$ cat src/rtl/dimmer_level_ramp_unit_macros.svh
// Assertion macros shared by the dimmer ramp modules.
// Each macro expects i_clk and i_rst_n in the scope where it is used.
`ifndef DIMMER_LEVEL_RAMP_UNIT_MACROS_SVH
`define DIMMER_LEVEL_RAMP_UNIT_MACROS_SVH

// Same-cycle implication, checked outside reset.
`define DLR_ASSERT_NOW(label, ante, cons) \
    label: assert property (@(posedge i_clk) disable iff (!i_rst_n) (ante) |-> (cons)) \
        else $error("dimmer ramp assertion failed");

// Next-cycle implication, checked outside reset.
`define DLR_ASSERT_NEXT(label, ante, cons) \
    label: assert property (@(posedge i_clk) disable iff (!i_rst_n) (ante) |=> (cons)) \
        else $error("dimmer ramp assertion failed");

`endif

$ cat src/rtl/dlr_pkg.sv
`timescale 1ns / 1ps
`default_nettype none

package dlr_pkg;

    // Full-scale lamp level and the base of the step delay division.
    localparam int FULL_LEVEL = 200;
    localparam int STEP_BASE  = 100;

    localparam int LVL_W = 8;
    localparam int DLY_W = 7;
    localparam int SQ_W  = 2 * LVL_W;

    // The restoring divider makes one quotient bit per cycle.
    localparam int DIV_STEPS = DLY_W;
    localparam int CNT_W     = $clog2(DIV_STEPS);

    // level*level / FULL_LEVEL is done as a multiply by a rounded-up
    // reciprocal; the shift is wide enough that the truncated result is exact.
    localparam int SQ_SHIFT  = 25;
    localparam int RECIP_INT = ((1 << SQ_SHIFT) + FULL_LEVEL - 1) / FULL_LEVEL;
    localparam int RECIP_W   = 20;
    localparam int PROD_W    = SQ_W + RECIP_W;

    localparam logic [RECIP_W-1:0] RECIP       = RECIP_W'(RECIP_INT);
    localparam logic [LVL_W-1:0]   FULL_L      = LVL_W'(FULL_LEVEL);
    localparam logic [DLY_W-1:0]   STEP_BASE_D = DLY_W'(STEP_BASE);

    // Register reset values.
    localparam logic [LVL_W-1:0] DIM_STEP_RST = 8'd5;
    localparam logic [LVL_W-1:0] MAX_LVL_RST  = 8'd200;

    // Command codes of the kind field.
    localparam logic [2:0] KIND_TICK   = 3'd0;
    localparam logic [2:0] KIND_SET    = 3'd1;
    localparam logic [2:0] KIND_UP     = 3'd2;
    localparam logic [2:0] KIND_DOWN   = 3'd3;
    localparam logic [2:0] KIND_TOGGLE = 3'd4;

    // Configuration register indexes.
    localparam int CFG_IDX_W = 3;
    localparam logic [CFG_IDX_W-1:0] REG_QUAD     = 3'd0;
    localparam logic [CFG_IDX_W-1:0] REG_DIM_STEP = 3'd1;
    localparam logic [CFG_IDX_W-1:0] REG_MIN      = 3'd2;
    localparam logic [CFG_IDX_W-1:0] REG_MAX      = 3'd3;
    localparam logic [CFG_IDX_W-1:0] REG_INHIBIT  = 3'd4;

    typedef struct packed {
        logic [2:0]       kind;
        logic [LVL_W-1:0] new_level;
    } t_in_word;

    typedef struct packed {
        logic [LVL_W-1:0] drive_level;
        logic             drive_update;
        logic [LVL_W-1:0] current_level;
        logic [LVL_W-1:0] target_level;
        logic             rejected;
    } t_out_word;

    typedef enum logic [2:0] {
        S_IDLE,
        S_EXEC,
        S_DIV,
        S_DLY,
        S_SQ,
        S_SCALE,
        S_DRV,
        S_DONE
    } t_state;

    typedef struct packed {
        logic load_in;
        logic exec;
        logic div_step;
        logic div_end;
        logic square;
        logic scale;
        logic drive;
        logic out_load;
    } t_cmd;

    typedef struct packed {
        logic dim_ok;
        logic stepped;
        logic quad;
        logic out_free;
    } t_status;

endpackage

`default_nettype wire

$ cat src/rtl/dlr_ctrl.sv
`timescale 1ns / 1ps
`default_nettype none

`include "dimmer_level_ramp_unit_macros.svh"

module dlr_ctrl
    import dlr_pkg::*;
(
    input  wire logic    i_clk,
    input  wire logic    i_rst_n,
    input  wire logic    i_in_valid,
    output logic         o_in_stall,
    input  wire t_status i_status,
    output t_cmd         o_cmd
);

    t_state           r_state, n_state;
    logic [CNT_W-1:0] r_cnt, n_cnt;

    localparam logic [CNT_W-1:0] CNT_LAST = CNT_W'(DIV_STEPS - 1);

    always_ff @(posedge i_clk) begin
        if (!i_rst_n) begin
            r_state <= S_IDLE;
            r_cnt   <= '0;
        end else begin
            r_state <= n_state;
            r_cnt   <= n_cnt;
        end
    end

    always_comb begin
        n_state    = r_state;
        n_cnt      = r_cnt;
        o_cmd      = '0;
        o_in_stall = (r_state != S_IDLE);
        case (r_state)
            S_IDLE: begin
                if (i_in_valid) begin
                    o_cmd.load_in = 1'b1;
                    n_state       = S_EXEC;
                end
            end
            S_EXEC: begin
                o_cmd.exec = 1'b1;
                if (i_status.dim_ok) begin
                    n_cnt   = '0;
                    n_state = S_DIV;
                end else if (i_status.stepped && i_status.quad) begin
                    n_state = S_SQ;
                end else begin
                    n_state = S_DONE;
                end
            end
            S_DIV: begin
                o_cmd.div_step = 1'b1;
                n_cnt          = r_cnt + 1'b1;
                if (r_cnt == CNT_LAST) begin
                    n_state = S_DLY;
                end
            end
            S_DLY: begin
                o_cmd.div_end = 1'b1;
                n_state       = S_DONE;
            end
            S_SQ: begin
                o_cmd.square = 1'b1;
                n_state      = S_SCALE;
            end
            S_SCALE: begin
                o_cmd.scale = 1'b1;
                n_state     = S_DRV;
            end
            S_DRV: begin
                o_cmd.drive = 1'b1;
                n_state     = S_DONE;
            end
            S_DONE: begin
                if (i_status.out_free) begin
                    o_cmd.out_load = 1'b1;
                    n_state        = S_IDLE;
                end
            end
            default: begin
                n_state = S_IDLE;
            end
        endcase
    end

    // The divider runs exactly its bit count before the delay is written.
    `DLR_ASSERT_NEXT(a_div_len, r_state == S_DIV && r_cnt == CNT_LAST, r_state == S_DLY)
    // A dim command that is not inhibited always goes through the divider.
    `DLR_ASSERT_NEXT(a_dim_divides, r_state == S_EXEC && i_status.dim_ok, r_state == S_DIV)

endmodule

`default_nettype wire

$ cat src/rtl/dlr_dp.sv
`timescale 1ns / 1ps
`default_nettype none

`include "dimmer_level_ramp_unit_macros.svh"

module dlr_dp
    import dlr_pkg::*;
(
    input  wire logic                 i_clk,
    input  wire logic                 i_rst_n,
    input  wire logic                 i_cfg_we,
    input  wire logic [CFG_IDX_W-1:0] i_cfg_idx,
    input  wire logic [LVL_W-1:0]     i_cfg_data,
    input  wire t_in_word             i_in_word,
    output logic                      o_out_valid,
    input  wire logic                 i_out_stall,
    output t_out_word                 o_out_word,
    input  wire t_cmd                 i_cmd,
    output t_status                   o_status
);

    function automatic logic [LVL_W-1:0] clamp_full(input logic [LVL_W:0] v);
        return (v > (LVL_W+1)'(FULL_LEVEL)) ? FULL_L : v[LVL_W-1:0];
    endfunction

    // Configuration registers.
    logic             r_quad;
    logic [LVL_W-1:0] r_dim_step;
    logic [LVL_W-1:0] r_min;
    logic [LVL_W-1:0] r_max;
    logic             r_inhibit;

    // Ramp state.
    logic [LVL_W-1:0] r_level;
    logic [LVL_W-1:0] r_goal;
    logic [DLY_W-1:0] r_delay;
    logic [DLY_W-1:0] r_ticks;
    logic [LVL_W-1:0] r_last_drive;

    // Item and work registers.
    logic [2:0]        r_kind;
    logic [LVL_W-1:0]  r_req;
    logic              r_update;
    logic              r_rej;
    logic [LVL_W-1:0]  r_rem;
    logic [DLY_W-1:0]  r_quo;
    logic [DLY_W-1:0]  r_dvd;
    logic [SQ_W-1:0]   r_sq;
    logic [PROD_W-1:0] r_prod;
    logic              r_out_valid;
    t_out_word         r_out;

    logic [DLY_W-1:0] tick_dec;
    logic             is_dim;
    logic             stepped;
    logic [LVL_W-1:0] level_next;
    logic [LVL_W:0]   sum_up;
    logic [LVL_W:0]   sum_floor;
    logic [LVL_W:0]   rem_sh;
    logic             rem_ge;
    logic [LVL_W-1:0] drv_q;

    assign tick_dec   = (r_ticks != '0) ? r_ticks - 1'b1 : r_ticks;
    assign is_dim     = (r_kind == KIND_UP) || (r_kind == KIND_DOWN);
    assign stepped    = (r_kind == KIND_TICK) && (r_level != r_goal) && (tick_dec == '0);
    assign level_next = (r_level < r_goal) ? r_level + 1'b1 : r_level - 1'b1;
    assign sum_up     = {1'b0, r_level} + {1'b0, r_dim_step};
    assign sum_floor  = {1'b0, r_min} + {1'b0, r_dim_step};

    assign rem_sh = {r_rem, r_dvd[DLY_W-1]};
    assign rem_ge = rem_sh >= {1'b0, r_dim_step};

    assign drv_q = r_prod[SQ_SHIFT +: LVL_W];

    assign o_status.dim_ok   = is_dim && !r_inhibit;
    assign o_status.stepped  = stepped;
    assign o_status.quad     = r_quad;
    assign o_status.out_free = !r_out_valid || !i_out_stall;

    always_ff @(posedge i_clk) begin
        if (!i_rst_n) begin
            r_quad     <= 1'b0;
            r_dim_step <= DIM_STEP_RST;
            r_min      <= '0;
            r_max      <= MAX_LVL_RST;
            r_inhibit  <= 1'b0;
        end else if (i_cfg_we) begin
            case (i_cfg_idx)
                REG_QUAD:     r_quad     <= i_cfg_data[0];
                REG_DIM_STEP: r_dim_step <= i_cfg_data;
                REG_MIN:      r_min      <= i_cfg_data;
                REG_MAX:      r_max      <= i_cfg_data;
                REG_INHIBIT:  r_inhibit  <= i_cfg_data[0];
                default: begin
                end
            endcase
        end
    end

    always_ff @(posedge i_clk) begin
        if (!i_rst_n) begin
            r_level      <= '0;
            r_goal       <= '0;
            r_delay      <= '0;
            r_ticks      <= '0;
            r_last_drive <= '0;
        end else begin
            if (i_cmd.exec) begin
                case (r_kind)
                    KIND_TICK: begin
                        if (stepped) begin
                            r_level <= level_next;
                            r_ticks <= r_delay;
                            if (!r_quad) begin
                                r_last_drive <= level_next;
                            end
                        end else begin
                            r_ticks <= tick_dec;
                        end
                    end
                    KIND_SET: begin
                        r_goal <= clamp_full({1'b0, r_req});
                    end
                    KIND_UP: begin
                        if (!r_inhibit) begin
                            if (sum_up < {1'b0, r_max}) begin
                                r_goal <= clamp_full(sum_up);
                            end else begin
                                r_goal <= clamp_full({1'b0, r_max});
                            end
                        end
                    end
                    KIND_DOWN: begin
                        if (!r_inhibit) begin
                            if ({1'b0, r_level} > sum_floor) begin
                                r_goal <= clamp_full({1'b0, r_level - r_dim_step});
                            end else begin
                                r_goal <= clamp_full({1'b0, r_min});
                            end
                        end
                    end
                    KIND_TOGGLE: begin
                        if (!r_inhibit) begin
                            r_goal <= (r_level != '0) ? '0 : FULL_L;
                        end
                    end
                    default: begin
                    end
                endcase
            end
            if (i_cmd.div_end) begin
                r_delay <= (r_dim_step == '0) ? STEP_BASE_D : r_quo;
            end
            if (i_cmd.drive) begin
                r_last_drive <= (r_level != '0 && drv_q == '0) ? LVL_W'(1) : drv_q;
            end
        end
    end

    // Item registers, divider, squarer and scaling multiplier.
    always_ff @(posedge i_clk) begin
        if (i_cmd.load_in) begin
            r_kind <= i_in_word.kind;
            r_req  <= i_in_word.new_level;
        end
        if (i_cmd.exec) begin
            r_update <= stepped;
            r_rej    <= r_inhibit && (is_dim || r_kind == KIND_TOGGLE);
            r_rem    <= '0;
            r_quo    <= '0;
            r_dvd    <= STEP_BASE_D;
        end
        if (i_cmd.div_step) begin
            r_rem <= rem_ge ? LVL_W'(rem_sh - {1'b0, r_dim_step}) : rem_sh[LVL_W-1:0];
            r_quo <= {r_quo[DLY_W-2:0], rem_ge};
            r_dvd <= {r_dvd[DLY_W-2:0], 1'b0};
        end
        if (i_cmd.square) begin
            r_sq <= {{LVL_W{1'b0}}, r_level} * {{LVL_W{1'b0}}, r_level};
        end
        if (i_cmd.scale) begin
            r_prod <= {{RECIP_W{1'b0}}, r_sq} * {{SQ_W{1'b0}}, RECIP};
        end
    end

    // Output register: holds a finished word until the consumer takes it.
    always_ff @(posedge i_clk) begin
        if (!i_rst_n) begin
            r_out_valid <= 1'b0;
        end else if (i_cmd.out_load) begin
            r_out_valid <= 1'b1;
        end else if (!i_out_stall) begin
            r_out_valid <= 1'b0;
        end
    end

    always_ff @(posedge i_clk) begin
        if (i_cmd.out_load) begin
            r_out.drive_level   <= r_last_drive;
            r_out.drive_update  <= r_update;
            r_out.current_level <= r_level;
            r_out.target_level  <= r_goal;
            r_out.rejected      <= r_rej;
        end
    end

    assign o_out_valid = r_out_valid;
    assign o_out_word  = r_out;

    // The level and target never leave the full-scale range.
    `DLR_ASSERT_NOW(a_level_rng, 1'b1, r_level <= FULL_L)
    `DLR_ASSERT_NOW(a_goal_rng, 1'b1, r_goal <= FULL_L)
    // A new word is only loaded when the previous one is gone or leaving.
    `DLR_ASSERT_NOW(a_no_overwrite, i_cmd.out_load, !r_out_valid || !i_out_stall)

endmodule

`default_nettype wire

$ cat src/rtl/dimmer_level_ramp_unit.sv
// Each word is latched in IDLE, run in EXEC and loaded into the output register in DONE. A tick
// that steps on the quadratic curve passes SQ, SCALE and DRV (square, reciprocal scale, drive),
// a dim command runs the restoring divider in DIV and writes the delay in DLY, and set, toggle,
// rejected, spare and all other ticks go from EXEC to DONE. Words go one at a time: the next
// word is taken in the cycle after the result enters the output register. Reset (i_rst_n low,
// synchronous) clears levels, delay, countdown and drive, and loads defaults (step 5, max 200).
`timescale 1ns / 1ps
`default_nettype none

module dimmer_level_ramp_unit
    import dlr_pkg::*;
(
    input  wire logic                 i_clk,
    input  wire logic                 i_rst_n,

    // Configuration write port.
    input  wire logic                 i_cfg_we,
    input  wire logic [CFG_IDX_W-1:0] i_cfg_idx,
    input  wire logic [LVL_W-1:0]     i_cfg_data,

    // Command words in.
    input  wire logic                 i_in_valid,
    output logic                      o_in_stall,
    input  wire t_in_word             i_in_word,

    // Result words out.
    output logic                      o_out_valid,
    input  wire logic                 i_out_stall,
    output t_out_word                 o_out_word
);

    // The controller sequences each word: it latches the command, runs the
    // state update, then, when needed, the step-delay divider or the
    // quadratic drive mapping, and finally hands the result to the output
    // register. The datapath holds the data registers and the arithmetic.
    t_cmd    cmd;
    t_status status;

    dlr_ctrl u_ctrl (
        .i_clk      (i_clk),
        .i_rst_n    (i_rst_n),
        .i_in_valid (i_in_valid),
        .o_in_stall (o_in_stall),
        .i_status   (status),
        .o_cmd      (cmd)
    );

    // The output register inside the datapath lets a finished word wait for
    // the consumer while the controller returns to idle and takes the next word.
    dlr_dp u_dp (
        .i_clk       (i_clk),
        .i_rst_n     (i_rst_n),
        .i_cfg_we    (i_cfg_we),
        .i_cfg_idx   (i_cfg_idx),
        .i_cfg_data  (i_cfg_data),
        .i_in_word   (i_in_word),
        .o_out_valid (o_out_valid),
        .i_out_stall (i_out_stall),
        .o_out_word  (o_out_word),
        .i_cmd       (cmd),
        .o_status    (status)
    );

endmodule

`default_nettype wire

$ cat config.mk
export PLATFORM = sky130hd
export DESIGN_NAME = dimmer_level_ramp_unit
export DESIGN_NICKNAME = d
export VERILOG_FILES = /design/src/rtl/dlr_pkg.sv /design/src/rtl/dlr_ctrl.sv /design/src/rtl/dlr_dp.sv /design/src/rtl/dimmer_level_ramp_unit.sv
export VERILOG_INCLUDE_DIRS = /design/src /design/src/rtl
export SDC_FILE = /design/constraint.sdc
export NUM_CORES = 1
export LEC_CHECK = 0
export BUFFER_PORTS_ARGS = -buffer_cell sky130_fd_sc_hd__buf_2
export CAP_MARGIN = 20
export CELL_PAD_IN_SITES_DETAIL_PLACEMENT = 1
export CELL_PAD_IN_SITES_GLOBAL_PLACEMENT = 2
export CORE_MARGIN = 3
export CORE_UTILIZATION = 40
export CTS_CLUSTER_DIAMETER = 30
export DETAILED_ROUTE_END_ITERATION = 8
export MAX_ROUTING_LAYER = met4
export PLACE_DENSITY_LB_ADDON = 0.12
export SYNTH_ARGS = -nofsm -noshare
export SYNTH_HDL_FRONTEND = slang
export SYNTH_SLANG_ARGS = --single-unit
export TNS_END_PERCENT = 30
$ cat constraint.sdc
create_clock -name i_clk -period 7.5 [get_ports i_clk]
set_input_delay 0.75 -clock i_clk [delete_from_list [all_inputs] [get_ports i_clk]]
set_output_delay 0.75 -clock i_clk [all_outputs]
set_load 0.01 [all_outputs]
==> reports/qor.yml, run 1 <==
dpl-instance-area_um2: 15470
fin_nets: 1939
register_area_um2: 3884
slew_violations: 0
rows: 69
vdd_drop_max_v: 0.0002428
num-fill-cells: 4132
drv_cap: 0
synth-seq-area-share_pct: 26.44
stdcell_area_um2: 16070
cts_setup_buffers: 0
ff2ff_path_depth: 19
finalSetupTns_ns: 0
antenna_found_initial: 1
synth_warnings: 0
cp-endpoint: "u_dp.r_prod[32]"
cts_resized: 0
final_layout_size_suffix_gt1_share_pct: 7.638
root_buffer: "clkbuf_16"
power_density_nw_per_um2: 324.3
multiInputGateArea_um2: 9738
min_from: "u_dp.r_last_drive[5]"
hold_path_class: "reg2reg"
finalSetupViolCount: 0
grt_overflow: 0
status: "finished clean"
drt-total-wl_mm: 40.65
worst_pin_slew_ns: 1.145
ioPinCount: 55
h-tree-depth: 4
startpoint: "u_dp.r_sq[5]"
cts_tree: "yes"
slew_headroom_pct: 22.95
finalWorstSetupSlack_ns: 1.125
wire_per_inst_um: 20.01
dominantRegCellSynth: "edfxtp_1"
cp_max_fo: 8
die_w_um: 197.6
crit_required_ns: 7.69
grt_util_met2_pct: 33.85
grt_pass1_wl_mm: 64.96
fin_skew_ns: 0.01774
grt_pass1_vias: 11355
floorplan.initialDensity_pct: 40.90
pre_cts_ws_ns: 1.088
cts_hold_buf: 0
clk_pin_slew_ns: 0.07
r2r_setup_slack_ns: 1.13
clk_latency_ns: 0.44
fin_crit_sh_pct: 85.00
fin_crit_ns: 6.375
critPathLaunchType: "flip-flop"
dr.pass1.iters: 4
hold_viol: 0
diodes: 0
drt-vias-per-instance: 5.250
syn_area_per_cell_um2: 9.721
synthCells: 1511
rsz0062_at_grt: "no"
drt_iter0_drc: 440
area_growth_pct: 9.439
yosys.cell_types.count: 71
grt_max_degree: 49
cts.sinks: 153
io_buffers: 54
fmax_ghz: 0.1569
ant_nets: 0
grt.busiest_layer: "met2"
crit_path_end_kind: "flip-flop"
timing.rr.end: "u_dp.r_prod[32]"
fp.dieArea_um2: 39060
hpwl_mm: 33.52
cts_buffer_depth: 2
grt_usage_pct: 22.22
power_leakage_uw: 0.007568
cts_made_buffers: 17
ys_ff_latch: 153
dr_total_vias: 10669
path_class: "reg2reg"
reg2reg_from: "u_dp.r_sq[5]"
gp_congestion: 0.8879
netlist_area_um2: 14690
synth_edf_count: 82
fin_util_pct: 44.76
die_y_um: 197.6
arrival_ns: 6.56
gr-usage-met3_pct: 2.900
finalPower_uw: 5213
coreArea_um2: 35910
drc: 0
async_flop_share_pct: 0
use_met1_pct: 32.25
[state kept, by name, indices dropped and copies added, names as in the netlist, 3 cells and up]
register	flops
u_ctrl.r_cnt	3
u_dp.r_max	8
u_dp.r_dvd	5
u_dp.r_delay	7
u_dp.r_quo	7
u_dp.r_sq	15
u_ctrl.r_state	3
u_dp.o_out_word	26
u_dp.r_req	8
u_dp.r_dim_step	8
u_dp.r_last_drive	8
u_dp.r_level	8
u_dp.r_rem	8
u_dp.r_goal	8
u_dp.r_prod	8
u_dp.r_kind	3
u_dp.r_min	8
u_dp.r_ticks	7
[worst max-delay path, cell delays in order (launching register included)]
cell and delay (ns):
edfxtp_1 0.57, inv_1 0.20, fa_1 0.43, inv_1 0.13, ha_1 0.26, fa_1 0.53
fa_1 0.45, fa_1 0.55, inv_1 0.05, fa_1 0.52, inv_1 0.04, ha_1 0.34
a2111oi_0 0.11, or4_1 0.54, a2111o_1 0.42, a22oi_1 0.31, a41o_1 0.29, o22a_1 0.18
a21oi_1 0.09, xnor2_1 0.13
[Yosys cell counts (4+ instances only)]
master	count	area share [%]
o221a_2	4	0.31
nand2_1	108	2.8
clkbuf_1	30	0.77
a21o_1	14	0.72
a2111oi_0	4	0.24
nor2_1	96	2.5
fa_1	123	17
a21boi_0	5	0.26
buf_2	4	0.14
nand4_1	6	0.26
nor4_1	6	0.26
or2_2	4	0.17
o211a_1	4	0.27
a21oi_1	93	3.2
a22oi_1	5	0.26
nor3_1	20	0.68
nand3_1	24	0.82
inv_1	242	6.2
o21bai_1	8	0.41
xor2_1	16	0.95
nand2b_1	14	0.60
xnor2_1	43	2.6
o21a_1	8	0.41
ha_1	231	20
o211ai_1	19	0.97
a211oi_1	14	0.72
edfxtp_1	82	17
and2_1	22	0.94
a31oi_1	11	0.47
and3_1	14	0.60
o21ai_0	40	1.4
o311ai_0	5	0.30
dfxtp_1	71	9.7
or3_1	8	0.34
a221oi_1	6	0.36
nor2b_1	20	0.85
mux2i_1	25	1.7
[layout by cell type, fill, tap and decap left out, types with 25 or more instances in the layout]
cell      instances
xnor2_1          43
o21ai_0          40
fa_1            123
buf_2            54
dfxtp_1          71
mux2i_1          25
edfxtp_1         82
a21oi_1          91
inv_1           242
nor2_1           96
nand2_1         108
ha_1            231
[cell type report]
cell class	instances	area share [%]
Multi-Input combinational cell	1077	60.58
Clock buffer	23	3.051
Timing Repair Buffer	67	2.288
Tap cell	461	3.588
Sequential cell	153	24.16
Clock inverter	9	0.6772
Inverter	242	5.651
[cells by family after synthesis]
family / synth area share, %
AND/OR/NAND/NOR: 12.04
adder cells (fa/ha/maj): 36.44
buffers and inverters: 7.420
AO/OA/AOI/OAI: 12.23
flip-flops: 26.44
XOR/XNOR: 3.518
multiplexers: 1.857
other: 0.05113
[metal layers]
metal | wire [µm] | vias to the layer above
met4 | 277 | 0
met2 | 18170 | 106
li1 | - | 5229
met1 | 21050 | 5318
met5 | 0 | -
met3 | 1152 | 16
[report_power, final]
part	switching, µW	total (µW)	internal, µW	leakage, µW
registers	64.9	1060	996	0.00134
logic	1890	3270	1370	0.00593
clock network	356	887	531	0.000297
total	2310	5210	2900	0.00757
[through the flow]
stage | hold slack, ns | cells
final | 0.4336 | 2032
after global routing | 0.4487 | 2032
after CTS | 0.4330 | 2032
after detailed placement | 0.4165 | 2000
after global placement | 0.4063 | 2000
after floorplan | 0.4003 | 1512
[worst min-delay path by stage]
| stage | to | cells after the start |
|---|---|---|
| floorplan | u_dp.o_out_word[0] | 0 |
| global placement | u_dp.o_out_word[17] | 0 |
| detailed placement | u_dp.o_out_word[0] | 0 |
| CTS | u_dp.o_out_word[0] | 0 |
| global route | u_dp.o_out_word[19] | 0 |
| finish | u_dp.o_out_word[23] | 0 |
Note: power is estimated with default switching activity, not from simulation.
==> run 2, diff against run 1 <==
- ABC_AREA: default -> 1
- CORE_UTILIZATION: 40 -> 36
- clock period: 7.5 -> 5.6 ns (I/O delays scaled with it)
==> run 2 against run 1 <==
Utilization down 3.8 points. Routed wire length rose by 10%. Via count up 15%. Die area up 15%.
==> reports/qor.yml, run 2 <==
final_layout_size_suffix_gt1_share_pct: 7.938
synth_area_leaders: "ha_1 19%, edfxtp_1 16%, fa_1 16%"
coreArea_um2: 41390
drt-vias-per-instance: 4.960
antenna_found_initial: 0
min_to: "u_dp.r_req[5]"
hold_viol: 0
critPathLaunchType: "flip-flop"
fin_crit_sh_pct: 94.69
synth_top_area_share_pct: 18.93
fmax_ghz: 0.1886
rows: 74
cp_max_fo: 5
num-fill-cells: 5006
cts_buffer_depth: 2
synth-seq-area-share_pct: 25.43
cts_tree: "yes"
grt_pass1_wl_mm: 71.77
gp_congestion: 0.8942
syn_area_per_cell_um2: 8.255
fin_crit_ns: 5.302
grt_max_degree: 47
yosys.area.top_type: "ha_1"
final_cell_mix: "375 x inv_1, 322 x nand2_1, 229 x ha_1"
ys_ff_latch: 153
worst_pin_slew_ns: 0.9655
r2r_setup_slack_ns: 0.30
reg2reg_from: "u_dp.r_sq[10]"
status: "finished clean"
mostFrequentLayoutCell: "inv_1"
hold_path_class: "in2reg"
yosys.cell_types.count: 49
finalSetupViolCount: 0
root_buffer: "clkbuf_16"
crit_required_ns: 5.80
cts_made_buffers: 17
wire_per_inst_um: 18.15
netlist_top_cells_count: "375 x inv_1, 322 x nand2_1, 231 x ha_1"
clk_latency_ns: 0.45
fp.dieArea_um2: 44930
hpwl_mm: 37.54
largest_reg_flops: 26
grt_usage_pct: 21.40
floorplan.initialDensity_pct: 36.90
h-tree-depth: 4
ioPinCount: 55
drc: 0
grt_pass1_vias: 13139
cts_hold_buf: 0
diodes: 0
synthCells: 1850
path_class: "reg2reg"
rsz0062_at_grt: "yes"
yosysMostFrequentCell: "inv_1"
synth_edf_count: 82
die_w_um: 212.0
drv_cap: 0
crit_path_end_kind: "flip-flop"
dr.pass1.iters: 4
die_y_um: 212.0
fin_skew_ns: 0.01440
async_flop_share_pct: 0
min_from: "i_in_word[5]"
clk_pin_slew_ns: 0.06
slew_headroom_pct: 35.23
ff2ff_path_depth: 18
dominantRegCellSynth: "edfxtp_1"
netlist_area_um2: 15270
arrival_ns: 5.51
slew_violations: 0
io_buffers: 54
ant_nets: 0
cts.sinks: 153
drt_iter0_drc: 494
hold_depth: 1
drt-total-wl_mm: 44.86
fin_nets: 2308
grt_overflow: 0
area_growth_pct: 10.88
finalSetupTns_ns: 0
timing.rr.end: "u_dp.r_prod[32]"
synth_warnings: 0
dr_total_vias: 12262
run 2: changes by cell type after synthesis, sizes merged, moves of 19 or more:
cell / change
xor2: +19
nor2b: -20
nand2: +216
nand3: +56
and2: -20
a21oi: +37
mux2i: -25
o21ai: +47
inv: +139
xnor2: -28
nor2: +63
run 2: timing repair:
item                       4_1_cts  5_1_grt
buffers inserted                 0        7
setup endpoints to repair        0        4
gates resized for setup          0        9
run 2: worst max path at each step:
stage / slack [ns] / end / cells past startpoint / startpoint
2_1_floorplan: 0.40 / u_dp.r_prod[30] / 23 / u_dp.r_sq[2]
3_3_place_gp: 0.27 / u_dp.r_prod[26] / 17 / u_dp.r_sq[10]
3_5_place_dp: 0.15 / u_dp.r_prod[30] / 23 / u_dp.r_sq[3]
4_1_cts: 0.15 / u_dp.r_prod[30] / 23 / u_dp.r_sq[3]
5_1_grt: -0.06 / u_dp.r_prod[32] / 20 / u_dp.r_sq[7]
6_report: 0.30 / u_dp.r_prod[32] / 18 / u_dp.r_sq[10]
run 2: kinds of logic (layout without fill, tap and decap cells):
| group | after synthesis | in the layout | synth area share (%) |
|---|---|---|---|
| fa+ha+maj | 354 | 354 | 35.05 |
| buf+inv | 412 | 501 | 10.28 |
| other cells | 2 | 3 | 0.04917 |
| xor+xnor | 50 | 50 | 2.917 |
| compound gates | 259 | 259 | 9.127 |
| simple gates | 620 | 620 | 17.15 |
| flops | 153 | 153 | 25.43 |
run 2: final cells by class:
cell class / instances / area (µm²) / area share (%)
Clock buffer: 17 / 425.4 / 2.512
Clock inverter: 15 / 140.1 / 0.8275
Inverter: 383 / 1438 / 8.490
Multi-Input combinational cell: 1286 / 9871 / 58.29
Sequential cell: 153 / 3884 / 22.93
Tap cell: 532 / 665.6 / 3.931
Timing Repair Buffer: 86 / 510.5 / 3.015
run 2: metal layers:
layer	share of wire, %	wire length [µm]	vias to the layer above	GRT usage, %
met4	1.2	552	0	4.111
li1	-	-	6078	-
met3	2.5	1118	32	2.460
met1	50	22410	6011	29.22
met5	0	0	-	-
met2	46	20780	141	34.67
run 2: worst max-delay path: stages, from the launching register on:
cell	delay, ns
edfxtp_1	0.51
ha_2	0.46
inv_1	0.08
fa_1	0.53
inv_1	0.05
fa_1	0.50
fa_1	0.52
fa_1	0.52
fa_1	0.49
ha_1	0.36
nand2_1	0.09
nor2_1	0.12
nand2_1	0.09
o311ai_0	0.32
nor2_1	0.11
nor2_1	0.11
nor3_1	0.07
nand3_1	0.07
nand2_1	0.06
run 2: metrics by stage:
step | setup WS, ns | hold slack (ns) | util [%] | std cells | cell area [µm²]
after floorplan | 0.3961 | 0.4003 | - | 1851 | 15280
after global placement | 0.2745 | 0.4144 | 39.33 | 2433 | 16280
after detailed placement | 0.1507 | 0.4162 | 39.33 | 2433 | 16280
after CTS | 0.1507 | 0.2633 | 40.70 | 2465 | 16840
after global routing | -0.05982 | 0.2721 | 40.92 | 2472 | 16930
final | 0.2975 | 0.2864 | 40.92 | 2472 | 16930
Power of run 2 is not shown: default switching activity piles up to over one toggle a cycle in this logic, so the estimate is an artifact.
